===== src/nzda_pkg.sv =====
// Package for the NMEA ZDA time extractor: line record type, character codes,
// prefix and month-length lookups. No dependencies.
`timescale 1ns / 1ps
`default_nettype none
package nzda_pkg;

  localparam int LINE_CAPACITY_DEF = 128;
  localparam int QUEUE_DEPTH       = 2;

  localparam logic [2:0] PREFIX_LEN = 3'd6;

  localparam logic [7:0] CH_LF    = 8'd10;
  localparam logic [7:0] CH_SPACE = 8'd32;
  localparam logic [7:0] CH_TAB   = 8'd9;
  localparam logic [7:0] CH_CR    = 8'd13;
  localparam logic [7:0] CH_PLUS  = 8'd43;
  localparam logic [7:0] CH_COMMA = 8'd44;
  localparam logic [7:0] CH_MINUS = 8'd45;
  localparam logic [7:0] CH_ZERO  = 8'd48;
  localparam logic [7:0] CH_NINE  = 8'd57;
  localparam logic [7:0] CH_P     = 8'd80;

  // Time characters are taken as (code - 48) mod 256; missing ones count as code 0.
  localparam logic [7:0] DIGIT_BIAS   = 8'd208;
  localparam logic [6:0] MISSING_LOW  = 7'd80;
  localparam logic [6:0] MISSING_PAIR = 7'd112;

  localparam logic [3:0] FLD_TIME  = 4'd1;
  localparam logic [3:0] FLD_DAY   = 4'd2;
  localparam logic [3:0] FLD_YEAR  = 4'd4;
  localparam logic [3:0] FLD_LAST  = 4'd15;

  localparam logic [13:0] ACC_SAT  = 14'd16383;
  localparam logic [13:0] YEAR_MIN = 14'd2000;
  localparam logic [13:0] YEAR_MAX = 14'd2099;

  localparam logic [3:0] MONTH_FEB = 4'd2;
  localparam logic [3:0] MONTH_DEC = 4'd12;
  localparam logic [7:0] HOURS_DAY = 8'd24;
  localparam logic [4:0] DAYS_LEAP_FEB = 5'd29;

  localparam logic [1:0] ST_OK     = 2'd0;
  localparam logic [1:0] ST_NOT_ZDA = 2'd1;
  localparam logic [1:0] ST_BAD_DATE = 2'd2;

  localparam logic REG_OFFSET = 1'b0;
  localparam logic REG_GP     = 1'b1;
  localparam logic [4:0] OFFSET_RST = 5'd8;

  // One finished line, handed from the parser to the date/time stage.
  typedef struct packed {
    logic        not_zda;
    logic [13:0] day;
    logic [13:0] month;
    logic [13:0] year;
    logic [6:0]  hour;
    logic [6:0]  minute;
    logic [6:0]  second;
  } rec_t;

  function automatic logic [7:0] prefix_char(input logic [2:0] pos);
    logic [7:0] ch;
    case (pos)
      3'd0:    ch = 8'd36;  // $
      3'd1:    ch = 8'd71;  // G
      3'd2:    ch = 8'd78;  // N
      3'd3:    ch = 8'd90;  // Z
      3'd4:    ch = 8'd68;  // D
      3'd5:    ch = 8'd65;  // A
      default: ch = 8'd0;
    endcase
    return ch;
  endfunction

  function automatic logic [4:0] month_len(input logic [3:0] m);
    logic [4:0] len;
    case (m)
      4'd2:                     len = 5'd28;
      4'd4, 4'd6, 4'd9, 4'd11:  len = 5'd30;
      default:                  len = 5'd31;
    endcase
    return len;
  endfunction

endpackage
`default_nettype wire


===== src/nzda_front.sv =====
// Byte parser: tracks prefix, comma tokens, time digits and date numbers per byte.
// Emits one nzda_pkg::rec_t per line feed accepted within the line capacity. Depends on nzda_pkg.
`timescale 1ns / 1ps
`default_nettype none
module nzda_front #(
  parameter int LINE_CAPACITY = nzda_pkg::LINE_CAPACITY_DEF
) (
  input  logic                clk,
  input  logic                rst_n,
  input  logic                byte_valid,
  input  logic [7:0]          rx_byte,
  input  logic                accept_gp,
  output logic                rec_wr,
  output nzda_pkg::rec_t      rec
);
  import nzda_pkg::*;

  localparam int LEN_W = $clog2(LINE_CAPACITY);
  localparam logic [LEN_W-1:0] LEN_MAX = LEN_W'(LINE_CAPACITY - 1);

  logic [2:0]       pos_r, pos_p;
  logic             mism_r, mism_p;
  logic [3:0]       field_r, field_p;
  logic             tok_r, tok_p;
  logic [2:0]       tcnt_r, tcnt_p;
  logic [6:0]       hour_r, hour_p, min_r, min_p, sec_r, sec_p;
  logic [13:0]      day_r, day_p, mon_r, mon_p, yr_r, yr_p;
  logic [2:0]       ended_r, ended_p;
  logic             started_r, started_p;
  logic [LEN_W-1:0] len_r;

  logic [7:0]  tv;
  logic [6:0]  ten_v;
  logic [1:0]  k;
  logic [13:0] acc, acc_n;
  logic [17:0] nsum;
  logic        drop, is_lf;

  assign drop  = (len_r >= LEN_MAX);
  assign is_lf = (rx_byte == CH_LF);
  assign tv    = rx_byte + DIGIT_BIAS;
  assign ten_v = tv[6:0] * 7'd10;
  assign k     = 2'(field_r - FLD_DAY);
  assign nsum  = {4'b0, acc} * 18'd10 + {10'b0, rx_byte - CH_ZERO};

  always_comb begin
    case (k)
      2'd0:    acc = day_r;
      2'd1:    acc = mon_r;
      default: acc = yr_r;
    endcase
  end

  always_comb begin
    pos_p     = pos_r;
    mism_p    = mism_r;
    field_p   = field_r;
    tok_p     = tok_r;
    tcnt_p    = tcnt_r;
    hour_p    = hour_r;
    min_p     = min_r;
    sec_p     = sec_r;
    day_p     = day_r;
    mon_p     = mon_r;
    yr_p      = yr_r;
    ended_p   = ended_r;
    started_p = started_r;
    acc_n     = acc;

    if (pos_r < PREFIX_LEN) begin
      if (!(rx_byte == prefix_char(pos_r) ||
            (pos_r == 3'd2 && accept_gp && rx_byte == CH_P))) begin
        mism_p = 1'b1;
      end
      pos_p = pos_r + 3'd1;
    end

    if (rx_byte == CH_COMMA) begin
      // close a token; empty fields leave the count alone
      if (tok_r) begin
        tok_p = 1'b0;
        if (field_r != FLD_LAST) begin
          field_p = field_r + 4'd1;
        end
      end
    end else begin
      if (!tok_r) begin
        tok_p     = 1'b1;
        started_p = 1'b0;
      end
      if (field_r == FLD_TIME) begin
        if (tcnt_r < 3'd6) begin
          case (tcnt_r[2:1])
            2'd0:    hour_p = tcnt_r[0] ? hour_r + tv[6:0] : ten_v;
            2'd1:    min_p  = tcnt_r[0] ? min_r + tv[6:0] : ten_v;
            default: sec_p  = tcnt_r[0] ? sec_r + tv[6:0] : ten_v;
          endcase
          tcnt_p = tcnt_r + 3'd1;
        end
      end else if (field_r >= FLD_DAY && field_r <= FLD_YEAR) begin
        if (!ended_r[k]) begin
          if (rx_byte inside {[CH_ZERO:CH_NINE]}) begin
            acc_n     = (nsum > {4'b0, ACC_SAT}) ? ACC_SAT : nsum[13:0];
            started_p = 1'b1;
          end else if (!started_p && (rx_byte == CH_SPACE ||
                                       rx_byte inside {[CH_TAB:CH_CR]})) begin
            // skip leading white space
          end else if (!started_p && rx_byte == CH_PLUS) begin
            started_p = 1'b1;
          end else begin
            if (!started_p && rx_byte == CH_MINUS) begin
              acc_n = '0;
            end
            ended_p[k] = 1'b1;
          end
          case (k)
            2'd0:    day_p = acc_n;
            2'd1:    mon_p = acc_n;
            default: yr_p  = acc_n;
          endcase
        end
      end
    end
  end

  // Line record built from the state after the line feed itself is parsed.
  always_comb begin
    rec.not_zda = mism_p || (pos_p < PREFIX_LEN);
    rec.day     = day_p;
    rec.month   = mon_p;
    rec.year    = yr_p;
    rec.hour    = (tcnt_p >= 3'd2) ? hour_p :
                  (tcnt_p == 3'd1) ? hour_p + MISSING_LOW : MISSING_PAIR;
    rec.minute  = (tcnt_p >= 3'd4) ? min_p :
                  (tcnt_p == 3'd3) ? min_p + MISSING_LOW : MISSING_PAIR;
    rec.second  = (tcnt_p == 3'd6) ? sec_p :
                  (tcnt_p == 3'd5) ? sec_p + MISSING_LOW : MISSING_PAIR;
  end

  assign rec_wr = byte_valid && !drop && is_lf;

  always_ff @(posedge clk) begin
    if (!rst_n || (byte_valid && (drop || is_lf))) begin
      pos_r     <= '0;
      mism_r    <= 1'b0;
      field_r   <= '0;
      tok_r     <= 1'b0;
      tcnt_r    <= '0;
      hour_r    <= '0;
      min_r     <= '0;
      sec_r     <= '0;
      day_r     <= '0;
      mon_r     <= '0;
      yr_r      <= '0;
      ended_r   <= '0;
      started_r <= 1'b0;
      len_r     <= '0;
    end else if (byte_valid) begin
      pos_r     <= pos_p;
      mism_r    <= mism_p;
      field_r   <= field_p;
      tok_r     <= tok_p;
      tcnt_r    <= tcnt_p;
      hour_r    <= hour_p;
      min_r     <= min_p;
      sec_r     <= sec_p;
      day_r     <= day_p;
      mon_r     <= mon_p;
      yr_r      <= yr_p;
      ended_r   <= ended_p;
      started_r <= started_p;
      len_r     <= len_r + LEN_W'(1);
    end
  end

endmodule
`default_nettype wire


===== src/nzda_queue.sv =====
// Short record queue between the parser and the date/time stage.
// Depends on nzda_pkg (rec_t, QUEUE_DEPTH).
`timescale 1ns / 1ps
`default_nettype none
module nzda_queue (
  input  logic           clk,
  input  logic           rst_n,
  input  logic           wr,
  input  nzda_pkg::rec_t din,
  input  logic           rd,
  output nzda_pkg::rec_t dout,
  output logic           valid,
  output logic           full
);
  import nzda_pkg::*;

  localparam int PTR_W = (QUEUE_DEPTH > 1) ? $clog2(QUEUE_DEPTH) : 1;
  localparam int CNT_W = $clog2(QUEUE_DEPTH + 1);
  localparam logic [PTR_W-1:0] PTR_LAST = PTR_W'(QUEUE_DEPTH - 1);
  localparam logic [CNT_W-1:0] CNT_FULL = CNT_W'(QUEUE_DEPTH);

  rec_t             slot_r [QUEUE_DEPTH];
  logic [PTR_W-1:0] wptr_r, rptr_r;
  logic [CNT_W-1:0] cnt_r;
  logic             do_wr, do_rd;

  assign valid = (cnt_r != '0);
  assign full  = (cnt_r == CNT_FULL);
  assign dout  = slot_r[rptr_r];
  assign do_wr = wr && !full;
  assign do_rd = rd && valid;

  always_ff @(posedge clk) begin
    if (do_wr) begin
      slot_r[wptr_r] <= din;
    end
  end

  always_ff @(posedge clk) begin
    if (!rst_n) begin
      wptr_r <= '0;
      rptr_r <= '0;
      cnt_r  <= '0;
    end else begin
      if (do_wr) begin
        wptr_r <= (wptr_r == PTR_LAST) ? '0 : wptr_r + PTR_W'(1);
      end
      if (do_rd) begin
        rptr_r <= (rptr_r == PTR_LAST) ? '0 : rptr_r + PTR_W'(1);
      end
      if (do_wr && !do_rd) begin
        cnt_r <= cnt_r + CNT_W'(1);
      end else if (do_rd && !do_wr) begin
        cnt_r <= cnt_r - CNT_W'(1);
      end
    end
  end

endmodule
`default_nettype wire


===== src/nzda_back.sv =====
// Date/time stage: range check, local-offset hour add, one-day date advance,
// and the result register. Depends on nzda_pkg.
`timescale 1ns / 1ps
`default_nettype none
module nzda_back (
  input  logic           clk,
  input  logic           rst_n,
  input  nzda_pkg::rec_t rec,
  input  logic           rec_valid,
  input  logic [4:0]     utc_offset,
  output logic           rec_take,
  input  logic           pop,
  output logic           empty,
  output logic [1:0]     status,
  output logic [6:0]     local_hour,
  output logic [6:0]     minute_value,
  output logic [6:0]     second_value,
  output logic [4:0]     day_of_month,
  output logic [3:0]     month_number,
  output logic [6:0]     year_offset
);
  import nzda_pkg::*;

  logic       vld_r;
  logic [1:0] st_nxt;
  logic [6:0] hr_nxt, mn_nxt, sc_nxt, yr_nxt;
  logic [4:0] dy_nxt, lim;
  logic [3:0] mo_nxt;
  logic [7:0] hsum;
  logic [5:0] d6;
  logic [3:0] m4;
  logic [6:0] y7;
  logic       in_range;

  assign in_range = rec.day >= 14'd1 && rec.day <= 14'd31 &&
                    rec.month >= 14'd1 && rec.month <= 14'd12 &&
                    rec.year >= YEAR_MIN && rec.year <= YEAR_MAX;

  always_comb begin
    hsum = {1'b0, rec.hour} + {3'b0, utc_offset};
    d6   = {1'b0, rec.day[4:0]};
    m4   = rec.month[3:0];
    y7   = 7'(rec.year - YEAR_MIN);
    lim  = month_len(m4);
    if (m4 == MONTH_FEB && y7[1:0] == 2'b00) begin
      lim = DAYS_LEAP_FEB;
    end
    if (hsum >= HOURS_DAY) begin
      hsum = hsum - HOURS_DAY;
      d6   = d6 + 6'd1;
      if (d6 > {1'b0, lim}) begin
        d6 = 6'd1;
        m4 = m4 + 4'd1;
        if (m4 > MONTH_DEC) begin
          m4 = 4'd1;
          y7 = y7 + 7'd1;
        end
      end
    end

    st_nxt = ST_OK;
    hr_nxt = hsum[6:0];
    mn_nxt = rec.minute;
    sc_nxt = rec.second;
    dy_nxt = d6[4:0];
    mo_nxt = m4;
    yr_nxt = y7;
    if (rec.not_zda || !in_range) begin
      st_nxt = rec.not_zda ? ST_NOT_ZDA : ST_BAD_DATE;
      hr_nxt = '0;
      mn_nxt = '0;
      sc_nxt = '0;
      dy_nxt = '0;
      mo_nxt = '0;
      yr_nxt = '0;
    end
  end

  // load whenever the result register is free or being drained this cycle
  assign rec_take = rec_valid && (!vld_r || pop);
  assign empty    = !vld_r;

  always_ff @(posedge clk) begin
    if (!rst_n) begin
      vld_r <= 1'b0;
    end else if (rec_take) begin
      vld_r <= 1'b1;
    end else if (pop) begin
      vld_r <= 1'b0;
    end
  end

  always_ff @(posedge clk) begin
    if (rec_take) begin
      status       <= st_nxt;
      local_hour   <= hr_nxt;
      minute_value <= mn_nxt;
      second_value <= sc_nxt;
      day_of_month <= dy_nxt;
      month_number <= mo_nxt;
      year_offset  <= yr_nxt;
    end
  end

endmodule
`default_nettype wire


===== src/nmea_zda_time_extractor_unit.sv =====
// A line feed's record goes into the queue, then into the result register (empty low) once it is free or popped.
// Throughput: one byte per cycle while full is low; the parser registers its per-byte state on each accepted byte.
// A result waits in the output register while up to two more finished lines queue behind it.
// Reset (rst_n low, synchronous): parse state, queue and result cleared; offset 8, GP off.
// Top level: APB registers plus nzda_front, nzda_queue, nzda_back; depends on nzda_pkg.
`timescale 1ns / 1ps
`default_nettype none
module nmea_zda_time_extractor_unit #(
  parameter int LINE_CAPACITY = nzda_pkg::LINE_CAPACITY_DEF
) (
  input  logic        clk,
  input  logic        rst_n,
  input  logic        push,
  output logic        full,
  input  logic [7:0]  in_rx_byte,
  output logic        empty,
  input  logic        pop,
  output logic [1:0]  out_status,
  output logic [6:0]  out_local_hour,
  output logic [6:0]  out_minute_value,
  output logic [6:0]  out_second_value,
  output logic [4:0]  out_day_of_month,
  output logic [3:0]  out_month_number,
  output logic [6:0]  out_year_offset,
  input  logic        psel,
  input  logic        penable,
  input  logic        pwrite,
  input  logic [2:0]  paddr,
  input  logic [31:0] pwdata,
  output logic [31:0] prdata,
  output logic        pready
);
  import nzda_pkg::*;

  logic [4:0] offset_r;
  logic       gp_r;
  logic       cfg_wr;
  logic       byte_valid;
  logic       q_wr, q_valid, q_full, q_take;
  rec_t       q_din, q_dout;

  assign pready = 1'b1;
  assign cfg_wr = psel && penable && pwrite && pready;

  always_ff @(posedge clk) begin
    if (!rst_n) begin
      offset_r <= OFFSET_RST;
      gp_r     <= 1'b0;
    end else if (cfg_wr) begin
      if (paddr[2] == REG_OFFSET) begin
        offset_r <= pwdata[4:0];
      end else begin
        gp_r <= pwdata[0];
      end
    end
  end

  assign prdata = (paddr[2] == REG_GP) ? {31'b0, gp_r} : {27'b0, offset_r};

  assign full       = q_full;
  assign byte_valid = push && !full;

  nzda_front #(
    .LINE_CAPACITY(LINE_CAPACITY)
  ) u_front (
    .clk       (clk),
    .rst_n     (rst_n),
    .byte_valid(byte_valid),
    .rx_byte   (in_rx_byte),
    .accept_gp (gp_r),
    .rec_wr    (q_wr),
    .rec       (q_din)
  );

  nzda_queue u_queue (
    .clk  (clk),
    .rst_n(rst_n),
    .wr   (q_wr),
    .din  (q_din),
    .rd   (q_take),
    .dout (q_dout),
    .valid(q_valid),
    .full (q_full)
  );

  nzda_back u_back (
    .clk         (clk),
    .rst_n       (rst_n),
    .rec         (q_dout),
    .rec_valid   (q_valid),
    .utc_offset  (offset_r),
    .rec_take    (q_take),
    .pop         (pop),
    .empty       (empty),
    .status      (out_status),
    .local_hour  (out_local_hour),
    .minute_value(out_minute_value),
    .second_value(out_second_value),
    .day_of_month(out_day_of_month),
    .month_number(out_month_number),
    .year_offset (out_year_offset)
  );

  a_no_write_when_full: assert property (@(posedge clk) disable iff (!rst_n)
    q_wr |-> !q_full) else $error("parser wrote a full record queue");

  a_error_fields_zero: assert property (@(posedge clk) disable iff (!rst_n)
    (!empty && out_status != ST_OK) |->
      (out_local_hour == 7'd0 && out_minute_value == 7'd0 && out_second_value == 7'd0 &&
       out_day_of_month == 5'd0 && out_month_number == 4'd0 && out_year_offset == 7'd0))
    else $error("error result carries nonzero fields");

  a_valid_date: assert property (@(posedge clk) disable iff (!rst_n)
    (!empty && out_status == ST_OK) |->
      (out_day_of_month >= 5'd1 && out_month_number >= 4'd1 &&
       out_month_number <= MONTH_DEC && out_year_offset <= 7'd100))
    else $error("valid result holds a date out of range");

  a_reset_empty: assert property (@(posedge clk)
    !rst_n |=> empty) else $error("result not cleared by reset");

endmodule
`default_nettype wire


===== config.mk =====
export PLATFORM = sky130hd
export DESIGN_NAME = nmea_zda_time_extractor_unit
export DESIGN_NICKNAME = d
export VERILOG_FILES = /design/src/nzda_pkg.sv /design/src/nzda_front.sv /design/src/nzda_queue.sv /design/src/nzda_back.sv /design/src/nmea_zda_time_extractor_unit.sv
export SDC_FILE = /design/constraint.sdc
export NUM_CORES = 1
export LEC_CHECK = 0
export BUFFER_PORTS_ARGS = -buffer_cell sky130_fd_sc_hd__buf_2
export CAP_MARGIN = 20
export CELL_PAD_IN_SITES_DETAIL_PLACEMENT = 0
export CELL_PAD_IN_SITES_GLOBAL_PLACEMENT = 2
export CORE_ASPECT_RATIO = 1.2
export CORE_MARGIN = 8
export CORE_UTILIZATION = 40
export CTS_BUF_LIST = sky130_fd_sc_hd__clkbuf_4 sky130_fd_sc_hd__clkbuf_8
export CTS_CLUSTER_DIAMETER = 60
export DETAILED_ROUTE_END_ITERATION = 7
export GPL_TIMING_DRIVEN = 0
export PLACE_DENSITY_LB_ADDON = 0.1
export SLEW_MARGIN = 20
export SYNTH_ARGS = -nofsm -noshare
export SYNTH_HDL_FRONTEND = slang
export SYNTH_SLANG_ARGS = --single-unit

===== constraint.sdc =====
create_clock -name clk -period 25 [get_ports clk]
set_input_delay 3.75 -clock clk [delete_from_list [all_inputs] [get_ports clk]]
set_output_delay 3.75 -clock clk [all_outputs]
set_load 0.03 [all_outputs]

== Yosys cells after proc, flatten, opt, wreduce, memory -nomap -nowiden ==
Memories as Yosys holds them, arrays and structs flattened. A register that Yosys moved wholly into a read port is not among the register bits.
Index checks and enable logic that the tools add are counted.

* Register bits after elaboration: 136
* RAM bits: 128
* Input bits: 50
* Word-level logic and storage cells: 254
* Memories kept: 1

* Add/sub/neg operators: 24
* Multiply operators: 2
* Magnitude comparators: 24
* Equality and inequality tests: 26
* Muxes and demuxes: 86
* Bitwise operators: 8
* Reductions and logical operators: 56

{| class="wikitable"
|+ Memory list
! name !! words !! bits a word !! read ports !! clocked after Yosys merged registers in !! wr ports !! RTL line !! RTL
|-
| u_queue.slot_r || 2 || 64 || 1 || 1 || 1 || nzda_queue.sv:22 || <nowiki>rec_t slot_r [QUEUE_DEPTH];</nowiki>
|}

{| class="wikitable"
|+ Operators with widths
! operator !! count
|-
| 2-to-1 mux 14 bit || 20
|-
| 2-to-1 mux 7 bit || 25
|-
| case mux 7 bit (6 select lines) || 1
|-
| equality test 8 x 6 -> 1 bit (second input constant) || 4
|-
| adder 7 bit (second input constant) || 4
|-
| >= comparator 14 x 1 -> 1 bit (second input constant) || 2
|-
| case mux 14 bit (2 select lines) || 1
|-
| logical AND 1 bit || 26
|-
| adder 7 bit || 3
|-
| 2-to-1 mux 1 bit || 21
|-
| adder 18 x 8 -> 18 bit || 1
|-
| greater-than comparator 18 x 14 -> 1 bit (second input constant) || 1
|-
| multiplier 14 x 3 -> 17 bit (second input constant) || 1
|-
| 2-to-1 mux 5 bit || 3
|-
| adder 7 x 1 -> 7 bit (second input constant) || 2
|-
| >= comparator 14 x 11 -> 1 bit (second input constant) || 1
|-
| less-or-equal comparator 14 x 12 -> 1 bit (second input constant) || 1
|-
| less-or-equal comparator 14 x 4 -> 1 bit (second input constant) || 1
|-
| less-or-equal comparator 14 x 5 -> 1 bit (second input constant) || 1
|-
| equality test 3 bit (second input constant) || 4
|-
| 2-to-1 mux 3 bit || 4
|-
| 2-to-1 mux 4 bit || 3
|-
| equality test 3 x 2 -> 1 bit (second input constant) || 3
|-
| < comparator 3 bit (second input constant) || 3
|-
| 54 further kinds || 90
|}

== Depth between registers and ports, before layout ==
Gate-level depths: netlist of the first run.

* Depth in word-level cells: 13
* Depth in mapped cells: 22
* Gate-level depth less buffers: 21

== Hierarchy ==
Synthesis of the first run repeated with hierarchy kept, for this count alone.

* Cells, all modules: 1,648
* Area, all modules: 16,360.7 um^2

{| class="wikitable"
|+ Modules (own cells, without submodules)
! module !! instances !! cells an instance !! area an instance (um^2)
|-
| nzda_front || 1 || 1,095 || 8,164.1
|-
| nzda_queue || 1 || 224 || 4,873.4
|-
| nzda_back || 1 || 266 || 2,795.2
|-
| nmea_zda_time_extractor_unit || 1 || 63 || 528.0
|}

== Worst setup path before layout of the first run ==
No wires, ideal clock.

* Path kind: input to register
* Start point: in in_rx_byte[6]
* End point: mem u_queue.slot_r[0][0] in the netlist's numbering, enable pin
* Library setup time: 647 ps
* Arrival: 10,726 ps
* Data required time: 24,353 ps
* Slack: 13,627 ps
* Stages on the path: 6
* Buffers on the path: 2
* Path through: buf_2 nor2_1 and3_1 clkbuf_1 nand2_1 nor4_1

* Longest elaborated chain between the ends: 5

{| class="wikitable"
|+ RTL lines
! item !! RTL line !! RTL
|-
| from (decl) || nmea_zda_time_extractor_unit.sv:15 || <nowiki>input logic [7:0] in_rx_byte,</nowiki>
|-
| equality test 8 x 4 -> 1 bit || nzda_front.sv:40 || <nowiki>assign is_lf = (rx_byte == CH_LF);</nowiki>
|-
| logical AND 1 bit || nzda_front.sv:140 || <nowiki>assign rec_wr = byte_valid && !drop && is_lf;</nowiki>
|-
| logical AND 1 bit || nzda_queue.sv:30 || <nowiki>assign do_wr = wr && !full;</nowiki>
|-
| 2-to-1 mux 1 bit || nzda_queue.sv:34 || <nowiki>if (do_wr) begin</nowiki>
|-
| 2-to-1 mux 1 bit (implied by the code) || nzda_queue.sv:35 || <nowiki>slot_r[wptr_r] <= din;</nowiki>
|-
| to (decl) || nzda_queue.sv:22 ||
|}

No other way between the ends.

== Worst setup path after layout of the first run ==
* Start point: in paddr[2]
* End point: out prdata[0]

* Longest elaborated chain between the ends: 1

{| class="wikitable"
|+ RTL lines
! item !! RTL line !! RTL
|-
| from (decl) || nmea_zda_time_extractor_unit.sv:28 || <nowiki>input logic [2:0] paddr,</nowiki>
|-
| 2-to-1 mux 5 bit || nmea_zda_time_extractor_unit.sv:58 || <nowiki>assign prdata = (paddr[2] == REG_GP) ? {31'b0, gp_r} : {27'b0, offset_r};</nowiki>
|-
| to (decl) || nmea_zda_time_extractor_unit.sv:30 || <nowiki>output logic [31:0] prdata,</nowiki>
|}

No other way between the ends.

==> impl_metrics.prom, run 1 <==
# TYPE chip_impl_metric gauge
chip_impl_info{name="status",value="complete, no violations"} 1
chip_impl_metric{name="power.internal",unit="µW"} 787
chip_impl_metric{name="die_area",unit="µm²"} 44300
chip_impl_info{name="yosys_top_cell_by_area",value="sky130_fd_sc_hd__edfxtp_1"} 1
chip_impl_metric{name="p_sw",unit="µW"} 337
chip_impl_metric{name="synthesis.instances",unit=""} 1516
chip_impl_metric{name="layout.nets",unit=""} 1816
chip_impl_metric{name="synth_seq_area_share",unit="%"} 46.2
chip_impl_metric{name="power.density",unit="nW/µm²"} 65.4
chip_impl_metric{name="leakagePower",unit="µW"} 0.00690
chip_impl_metric{name="drive_gt1_share",unit="%"} 15.0
chip_impl_metric{name="insertion_delay_of_the_later_clocked_pin_in_the_worst_skew_pair",unit="ns"} 0.57
chip_impl_metric{name="tightest_slew",unit="ns"} 0.982
chip_impl_metric{name="cts_sinks",unit=""} 265
chip_impl_metric{name="setup_viol",unit=""} 0
chip_impl_metric{name="cts_hold_buf",unit=""} 0
chip_impl_metric{name="seq_power_share",unit="%"} 45.5
chip_impl_metric{name="power.switching_fraction",unit="%"} 30.0
chip_impl_metric{name="global_route_wire_length_before_repair",unit="µm"} 63400
chip_impl_metric{name="wl_per_cell",unit="µm"} 18.5
chip_impl_metric{name="gpl.final_weighted_congestion",unit=""} 0.812
chip_impl_metric{name="multi_input_area",unit="µm²"} 7520
chip_impl_metric{name="post-synth-top-area-fraction",unit="%"} 33.2
chip_impl_metric{name="global_route.usage.total",unit="%"} 17.9
chip_impl_metric{name="slew_headroom",unit="%"} 34.0
chip_impl_metric{name="post-place-ws",unit="ns"} 16.77
chip_impl_metric{name="comb_power_share",unit="%"} 18.7
chip_impl_metric{name="crit_fanout",unit=""} 7
chip_impl_info{name="mostFrequentLayoutCell",value="sky130_fd_sc_hd__edfxtp_1"} 1
chip_impl_metric{name="finalSetupTns",unit="ns"} 0
chip_impl_metric{name="clock.fmax",unit="GHz"} 0.122
chip_impl_metric{name="synth_enable_flop_cells",unit=""} 167
chip_impl_info{name="dominantRegCellSynth",value="sky130_fd_sc_hd__edfxtp_1"} 1
chip_impl_info{name="rsz0062_at_grt",value="no"} 1
chip_impl_metric{name="report.final.slew_viol_count",unit=""} 0
chip_impl_metric{name="timing.final.hold_violations",unit=""} 0
chip_impl_metric{name="post-place-cells",unit=""} 2100
chip_impl_metric{name="core-area",unit="µm²"} 37500
chip_impl_metric{name="start_util",unit="%"} 40.3
chip_impl_metric{name="synth.cell_area",unit="µm²"} 15100
chip_impl_info{name="hold_path_class",value="flip-flop to flip-flop"} 1
chip_impl_metric{name="max-vdd-ir-drop",unit="mV"} 0.0351
chip_impl_metric{name="drc",unit=""} 0
chip_impl_metric{name="standard_cell_rows",unit=""} 78
chip_impl_metric{name="synth-seq-cells",unit=""} 265
chip_impl_info{name="crit_path_start_kind",value="input port"} 1
chip_impl_metric{name="maxCapViolCount",unit=""} 0
chip_impl_metric{name="drt_iter0_markers",unit=""} 690
chip_impl_info{name="r2r_start",value="u_front.field_r[1]$_SDFFE_PP0P_"} 1
chip_impl_metric{name="gr-total-overflow",unit=""} 0
chip_impl_metric{name="regArea",unit="µm²"} 6980
chip_impl_metric{name="die_width",unit="µm"} 193
chip_impl_metric{name="final_worst_path_setup_slack",unit="ns"} 16.79
chip_impl_metric{name="hold_ws",unit="ns"} 0.472
chip_impl_metric{name="hpwlAfterDp",unit="µm"} 31100
chip_impl_metric{name="final_period_utilization",unit="%"} 32.8
chip_impl_info{name="cts_root_buf",value="sky130_fd_sc_hd__clkbuf_8"} 1
chip_impl_metric{name="yosysWarningCount",unit=""} 0
chip_impl_metric{name="postSynthAreaPerCell",unit="µm²"} 9.96
chip_impl_metric{name="fin_crit",unit="ns"} 8.21
chip_impl_metric{name="cts.repair_timing.setup_buffer_count",unit=""} 0
chip_impl_metric{name="finalWirelength",unit="µm"} 40400
chip_impl_info{name="layout_common_cells",value="sky130_fd_sc_hd__edfxtp_1 (167), sky130_fd_sc_hd__nor2_1 (157), sky130_fd_sc_hd__a21oi_1 (129)"} 1
chip_impl_metric{name="portBuffers",unit=""} 65
chip_impl_metric{name="syn_to_final_growth",unit="%"} 13.8
chip_impl_metric{name="io_pins",unit=""} 124
chip_impl_metric{name="post_layout_nonfiller_instances",unit=""} 2179
chip_impl_metric{name="vias",unit=""} 11309
chip_impl_metric{name="number_of_antenna_violations_at_the_first_check_in_global_routing",unit=""} 1
chip_impl_metric{name="maximum_number_of_pins_on_one_net_before_global_route_repair",unit=""} 44
chip_impl_info{name="timing.hold.worst.start",value="u_front.ended_r[0]$_SDFFE_PP0P_"} 1
chip_impl_metric{name="critical_path_required",unit="ns"} 21.25
chip_impl_metric{name="clkPwrFrac",unit="%"} 35.8
chip_impl_metric{name="fin_worst_skew",unit="ns"} 0.0245
chip_impl_metric{name="cts.htree.levels",unit=""} 2
chip_impl_info{name="critPathKind",value="input port to output pin"} 1
chip_impl_metric{name="tritoncts.num_buffers",unit=""} 44
chip_impl_metric{name="num-fill-cells",unit=""} 3646
chip_impl_info{name="synth.top_cells.by_area",value="sky130_fd_sc_hd__edfxtp_1 (33%), sky130_fd_sc_hd__dfxtp_1 (13%), sky130_fd_sc_hd__ha_1 (7.7%)"} 1
chip_impl_metric{name="firstDrtPassIters",unit=""} 5
chip_impl_info{name="crit_path_start",value="paddr[2]"} 1
chip_impl_metric{name="via_per_inst",unit=""} 5.19
chip_impl_metric{name="grt_pass1_vias",unit=""} 11353
chip_impl_metric{name="die_height",unit="µm"} 229
chip_impl_metric{name="n_antenna_cell",unit=""} 0
chip_impl_metric{name="cts_repair_resize_count",unit=""} 0
chip_impl_metric{name="bufs_on_longest_clock_path",unit=""} 3
chip_impl_info{name="endpoint_kind",value="output pin"} 1
chip_impl_metric{name="post_synth_num_cell_types",unit=""} 83
chip_impl_metric{name="timing.critical_path.arrival",unit="ns"} 4.46
chip_impl_metric{name="antenna_left",unit=""} 0
chip_impl_metric{name="clkTransAtPathRegs",unit="ns"} 0.06
chip_impl_info{name="tritoncts",value="yes"} 1
chip_impl_metric{name="synth_async_sr_flop_share",unit="%"} 0
## path summary, 6_finish.rpt
check,slack (ns),cells after the start,endpoint
worst max-delay path,16.79,3,prdata[0]
worst min-delay path,0.47,2,u_front.ended_r[0]$_SDFFE_PP0P_
worst max register to register,17.98,20,u_queue.slot_r[1][24]$_DFFE_PP_
worst min register to register,0.47,2,u_front.ended_r[0]$_SDFFE_PP0P_
## metrics by stage
step	utilization (%)	power (µW)	instance area (µm²)
after floorplan	-	668	15200
after global placement	43.0	730	16100
after detailed placement	43.4	735	16300
after CTS	45.8	1140	17200
after global routing	45.8	1170	17200
final	45.8	1120	17200
## routing by layer
metal | share of wire, % | track usage (%)
met1 | 47 | 23.3
met2 | 46 | 30.1
met3 | 4.9 | 3.33
met4 | 2.1 | 4.91
met5 | 0 | 0
## critical path: stages
cell                     delay (ns)
sky130_fd_sc_hd__buf_2         0.16
sky130_fd_sc_hd__mux2_2        0.37
sky130_fd_sc_hd__buf_2         0.18
## registers in the layout, summed over array words and instances, names as in the netlist, 7 cells and up, named ones only
signal / cells
u_front.day_r: 14
u_front.min_r: 7
u_back.minute_value: 7
u_front.len_r: 7
u_queue.slot_r: 128
u_front.yr_r: 14
u_front.hour_r: 7
u_back.second_value: 7
u_back.local_hour: 7
u_front.sec_r: 7
u_front.mon_r: 14
u_back.year_offset: 7
## synth_stat cells (all sizes together), types with 14 or more instances
cell	instances
nand2	106
ha	93
inv	76
nor2	158
mux2i	47
a21o	14
nor4	20
a211oi	18
nand3	37
o21ai	97
mux2	42
buf	35
xor2	25
a21oi	129
clkbuf	55
edfxtp	167
xnor2	43
nor2b	33
a31oi	17
a22o	24
nor3	25
dfxtp	98
## final cells by class
class,instances,area share (%)
Buffer,90,2.61
Multi-Input combinational cell,1111,43.7
Sequential cell,265,40.6
Timing Repair Buffer,78,2.52
Inverter,76,1.66
Clock buffer,60,4.30
Tap cell,480,3.50
Clock inverter,19,1.06
## power by group through the flow
stage	Clock (µW)	Combinational, µW	Sequential (µW)
CTS	414	215	512
global route	429	228	515
finish	403	210	511
floorplan	0	88.1	580
global placement	0	208	522
detailed placement	0	214	521
## cell families (layout without fill, tap and decap cells)
| kind of cell | after synthesis | count (layout) | synth area share (%) |
|---|---|---|---|
| adder cells (fa/ha/maj) | 100 | 100 | 8.63 |
| multiplexers | 89 | 89 | 6.25 |
| AND/OR/NAND/NOR | 463 | 463 | 14.8 |
| AO/OA/AOI/OAI | 363 | 363 | 15.1 |
| buffers and inverters | 166 | 323 | 4.86 |
| flip-flops | 265 | 265 | 46.2 |
| XOR/XNOR | 68 | 68 | 4.04 |
| other | 2 | 28 | 0.0497 |
(Power assumes the default switching activity.)
==> run 2: changes to the inputs <==
--- a/config.mk
+++ b/config.mk
@@ -5,13 +5,14 @@
 export SDC_FILE = /design/constraint.sdc
 export NUM_CORES = 1
 export LEC_CHECK = 0
+export ABC_AREA = 1
 export BUFFER_PORTS_ARGS = -buffer_cell sky130_fd_sc_hd__buf_2
 export CAP_MARGIN = 20
 export CELL_PAD_IN_SITES_DETAIL_PLACEMENT = 0
 export CELL_PAD_IN_SITES_GLOBAL_PLACEMENT = 2
 export CORE_ASPECT_RATIO = 1.2
 export CORE_MARGIN = 8
-export CORE_UTILIZATION = 40
+export CORE_UTILIZATION = 34
 export CTS_BUF_LIST = sky130_fd_sc_hd__clkbuf_4 sky130_fd_sc_hd__clkbuf_8
 export CTS_CLUSTER_DIAMETER = 60
 export DETAILED_ROUTE_END_ITERATION = 7
==> constraint.sdc (replaced) <==
create_clock -name clk -period 7.1 [get_ports clk]
set_input_delay 1.065 -clock clk [delete_from_list [all_inputs] [get_ports clk]]
set_output_delay 1.065 -clock clk [all_outputs]
set_load 0.03 [all_outputs]
==> impl_metrics.prom, run 2 <==
# TYPE chip_impl_metric gauge
chip_impl_metric{name="min_delay_path_depth",unit=""} 2
chip_impl_metric{name="critical_path_required",unit="ns"} 7.42
chip_impl_metric{name="post_dp_cell_area",unit="µm²"} 17000
chip_impl_metric{name="slew_headroom",unit="%"} 30.3
chip_impl_metric{name="synth-seq-cells",unit=""} 265
chip_impl_metric{name="gr-total-overflow",unit=""} 0
chip_impl_metric{name="clock.fmax",unit="GHz"} 0.155
chip_impl_metric{name="n_antenna_cell",unit=""} 0
chip_impl_metric{name="via_per_inst",unit=""} 4.71
chip_impl_metric{name="drt_iter0_markers",unit=""} 723
chip_impl_metric{name="wl_per_cell",unit="µm"} 17.0
chip_impl_metric{name="r2r_slack",unit="ns"} 0.64
chip_impl_info{name="mostFrequentLayoutCell",value="sky130_fd_sc_hd__nand2_1"} 1
chip_impl_metric{name="synth_async_sr_flop_share",unit="%"} 0
chip_impl_metric{name="timing.critical_path.arrival",unit="ns"} 6.78
chip_impl_metric{name="cts_sinks",unit=""} 265
chip_impl_metric{name="global_route.usage.total",unit="%"} 17.2
chip_impl_metric{name="max-vdd-ir-drop",unit="mV"} 0.105
chip_impl_metric{name="groute.layer.met3.usage",unit="%"} 3.29
chip_impl_metric{name="io_pins",unit=""} 124
chip_impl_info{name="endpoint_kind",value="flip-flop"} 1
chip_impl_info{name="layout_common_cells",value="sky130_fd_sc_hd__nand2_1 (372), sky130_fd_sc_hd__inv_1 (282), sky130_fd_sc_hd__edfxtp_1 (167)"} 1
chip_impl_metric{name="cts.repair_timing.setup_buffer_count",unit=""} 0
chip_impl_metric{name="insertion_delay_of_the_later_clocked_pin_in_the_worst_skew_pair",unit="ns"} 0.60
chip_impl_info{name="largest_register",value="u_queue.slot_r"} 1
chip_impl_metric{name="synth_seq_area_share",unit="%"} 44.5
chip_impl_metric{name="cts_repair_resize_count",unit=""} 0
chip_impl_info{name="timing.hold.worst.start",value="u_front.ended_r[1]$_SDFFE_PP0P_"} 1
chip_impl_metric{name="tritoncts.num_buffers",unit=""} 47
chip_impl_metric{name="die_height",unit="µm"} 251
chip_impl_info{name="critPathKind",value="flip-flop to flip-flop"} 1
chip_impl_info{name="critical_path.most_common_cell",value="sky130_fd_sc_hd__nand2_1"} 1
chip_impl_info{name="holdPathEnd",value="u_front.ended_r[1]$_SDFFE_PP0P_"} 1
chip_impl_metric{name="layout.nets",unit=""} 2203
chip_impl_metric{name="num-fill-cells",unit=""} 4795
chip_impl_metric{name="start_util",unit="%"} 34.3
chip_impl_metric{name="layout.cell_area.non_filler",unit="µm²"} 18000
chip_impl_metric{name="global_route_wire_length_before_repair",unit="µm"} 71800
chip_impl_metric{name="firstDrtPassIters",unit=""} 5
chip_impl_metric{name="cts_hold_buf",unit=""} 0
chip_impl_info{name="post-synth-top-count-cell",value="sky130_fd_sc_hd__nand2_1"} 1
chip_impl_metric{name="postSynthAreaPerCell",unit="µm²"} 8.22
chip_impl_metric{name="die_width",unit="µm"} 212
chip_impl_info{name="rsz0062_at_grt",value="no"} 1
chip_impl_info{name="status",value="complete, no violations"} 1
chip_impl_info{name="top_usage_layer",value="met2"} 1
chip_impl_info{name="dominantRegCellSynth",value="sky130_fd_sc_hd__edfxtp_1"} 1
chip_impl_metric{name="yosysWarningCount",unit=""} 0
chip_impl_metric{name="hpwlAfterDp",unit="µm"} 36400
chip_impl_metric{name="synth.cell_area",unit="µm²"} 15700
chip_impl_metric{name="leakagePower",unit="µW"} 0.00805
chip_impl_metric{name="post-synth-top-area-fraction",unit="%"} 32.0
chip_impl_metric{name="syn_to_final_growth",unit="%"} 14.6
chip_impl_metric{name="grt.met2_usage",unit="%"} 29.4
chip_impl_metric{name="die_area",unit="µm²"} 53200
chip_impl_metric{name="reg2reg_depth",unit=""} 31
chip_impl_info{name="critical-path-slowest-cell",value="sky130_fd_sc_hd__o21ai_0"} 1
chip_impl_info{name="synth.cells.most_frequent",value="sky130_fd_sc_hd__nand2_1 (372), sky130_fd_sc_hd__inv_1 (282), sky130_fd_sc_hd__edfxtp_1 (167), sky130_fd_sc_hd__a21oi_1 (153), sky130_fd_sc_hd__o21ai_0 (146)"} 1
chip_impl_info{name="r2r_start",value="u_front.field_r[0]$_SDFFE_PP0P_"} 1
chip_impl_metric{name="finalWirelength",unit="µm"} 46000
chip_impl_metric{name="groute.layer.met1.usage",unit="%"} 21.7
chip_impl_metric{name="fin_worst_skew",unit="ns"} 0.0273
chip_impl_metric{name="maximum_number_of_pins_on_one_net_before_global_route_repair",unit=""} 27
chip_impl_metric{name="standard_cell_rows",unit=""} 86
chip_impl_metric{name="post_synth_num_cell_types",unit=""} 60
chip_impl_metric{name="drc",unit=""} 0
chip_impl_metric{name="cpPeakStageDelay",unit="ns"} 0.57
chip_impl_metric{name="power.density",unit="nW/µm²"} 318
chip_impl_metric{name="maxCapViolCount",unit=""} 0
chip_impl_metric{name="final_period_utilization",unit="%"} 90.9
chip_impl_metric{name="setup_viol",unit=""} 0
chip_impl_metric{name="largest_register_ff_count",unit=""} 128
chip_impl_info{name="yosys_top_cell_by_area",value="sky130_fd_sc_hd__edfxtp_1"} 1
chip_impl_metric{name="clkTransAtPathRegs",unit="ns"} 0.07
chip_impl_metric{name="gpl.final_weighted_congestion",unit=""} 0.842
chip_impl_info{name="critical_path.reg2reg.endpoint",value="u_queue.slot_r[0][51]$_DFFE_PP_"} 1
chip_impl_metric{name="number_of_antenna_violations_at_the_first_check_in_global_routing",unit=""} 1
chip_impl_metric{name="synthesis.instances",unit=""} 1907
chip_impl_metric{name="antenna_left",unit=""} 0
chip_impl_metric{name="crit_fanout",unit=""} 10
chip_impl_metric{name="report.final.slew_viol_count",unit=""} 0
chip_impl_metric{name="fin_crit",unit="ns"} 6.46
chip_impl_metric{name="grt_pass1_vias",unit=""} 12481
chip_impl_metric{name="synth_enable_flop_cells",unit=""} 167
chip_impl_metric{name="drive_gt1_share",unit="%"} 13.4
chip_impl_info{name="synth.top_cells.by_area",value="sky130_fd_sc_hd__edfxtp_1 (32%), sky130_fd_sc_hd__dfxtp_1 (13%), sky130_fd_sc_hd__nand2_1 (8.9%)"} 1
chip_impl_metric{name="vias",unit=""} 12750
chip_impl_info{name="crit_path_start_kind",value="flip-flop"} 1
chip_impl_info{name="cts_root_buf",value="sky130_fd_sc_hd__clkbuf_8"} 1
chip_impl_info{name="hold_path_class",value="flip-flop to flip-flop"} 1
chip_impl_metric{name="tightest_slew",unit="ns"} 1.04
chip_impl_metric{name="core-area",unit="µm²"} 45700
chip_impl_metric{name="portBuffers",unit=""} 66
chip_impl_metric{name="timing.final.hold_violations",unit=""} 0
chip_impl_metric{name="finish.utilization",unit="%"} 39.3
chip_impl_metric{name="bufs_on_longest_clock_path",unit=""} 3
chip_impl_metric{name="finalSetupTns",unit="ns"} 0
chip_impl_info{name="tritoncts",value="yes"} 1
chip_impl_metric{name="cts.htree.levels",unit=""} 2
-- run 2: changes by cell type in the layout (fill, tap and decap cells not counted), moves of 33 or more --
cell,previous run,this run
sky130_fd_sc_hd__nand2_1,105,372
sky130_fd_sc_hd__inv_1,76,282
sky130_fd_sc_hd__nand3_1,37,96
sky130_fd_sc_hd__o21ai_0,91,146
sky130_fd_sc_hd__mux2i_1,47,3
sky130_fd_sc_hd__mux2_2,42,0
sky130_fd_sc_hd__nor2b_1,33,0
sky130_fd_sc_hd__xnor2_1,41,8
-- run 2: kinds of logic after synthesis --
family	share of synthesized area (%)
adders and majority gates	8.32
buffers and inverters	10.2
DFF	44.5
AOI/OAI and AO/OA	13.6
and+or+nand+nor	21.0
other	0.0479
muxes	0.192
xor gates and xnor gates	2.06
-- run 2: how the worst max path moves through the flow --
stage / from / to / slack [ns] / cells after the start
global route: u_front.field_r[0]$_SDFFE_PP0P_ / u_queue.slot_r[1][51]$_DFFE_PP_ / 0.12 / 31
finish: u_front.field_r[0]$_SDFFE_PP0P_ / u_queue.slot_r[0][51]$_DFFE_PP_ / 0.64 / 31
global placement: in_rx_byte[4] / u_queue.slot_r[1][57]$_DFFE_PP_ / -0.31 / 7
detailed placement: u_front.field_r[0]$_SDFFE_PP0P_ / u_queue.slot_r[0][51]$_DFFE_PP_ / 0.62 / 31
CTS: u_front.field_r[0]$_SDFFE_PP0P_ / u_queue.slot_r[0][51]$_DFFE_PP_ / 0.56 / 31
floorplan: in_rx_byte[4] / u_queue.slot_r[1][0]$_DFFE_PP_ / 2.00 / 6
-- run 2: layer usage --
metal	wire length, µm	vias to the layer above
met5	0	-
met4	1350	0
met3	2310	79
met2	22100	253
met1	20300	5853
li1	-	6565
-- run 2: power breakdown --
group	switching, µW	internal [µW]	total, µW
registers	85.5	1910	1990
logic	1590	701	2290
clock network	661	761	1420
total	2330	3370	5700
-- run 2: final cells by class --
type	count	area (µm²)	area share, %
repair buffers	71	445	2.48
multi-input cells	1286	7220	40.2
clock inverters	25	165	0.920
clock buffers	63	779	4.34
well taps	616	771	4.29
flip-flops and latches	265	6980	38.9
plain buffers	88	497	2.77
inverters	294	1110	6.16
-- run 2: per-stage QoR --
step	worst slack, ns	power [µW]	std cells	hold WS [ns]
floorplan	2.00	3660	1933	0.425
global placement	-0.309	4310	2615	0.437
detailed placement	0.617	4350	2620	0.442
CTS	0.564	5800	2708	0.453
global route	0.121	6140	2708	0.473
finish	0.644	5700	2708	0.458
-- run 2: worst max-delay path, delay by kind of cell (launching register included) --
family          cells  cell delay [ns]
compound gates      2             0.69
xor+xnor            1             0.19
fa+ha+maj           5             1.73
buf+inv             8             1.26
flops               1             0.47
simple gates       15             1.78
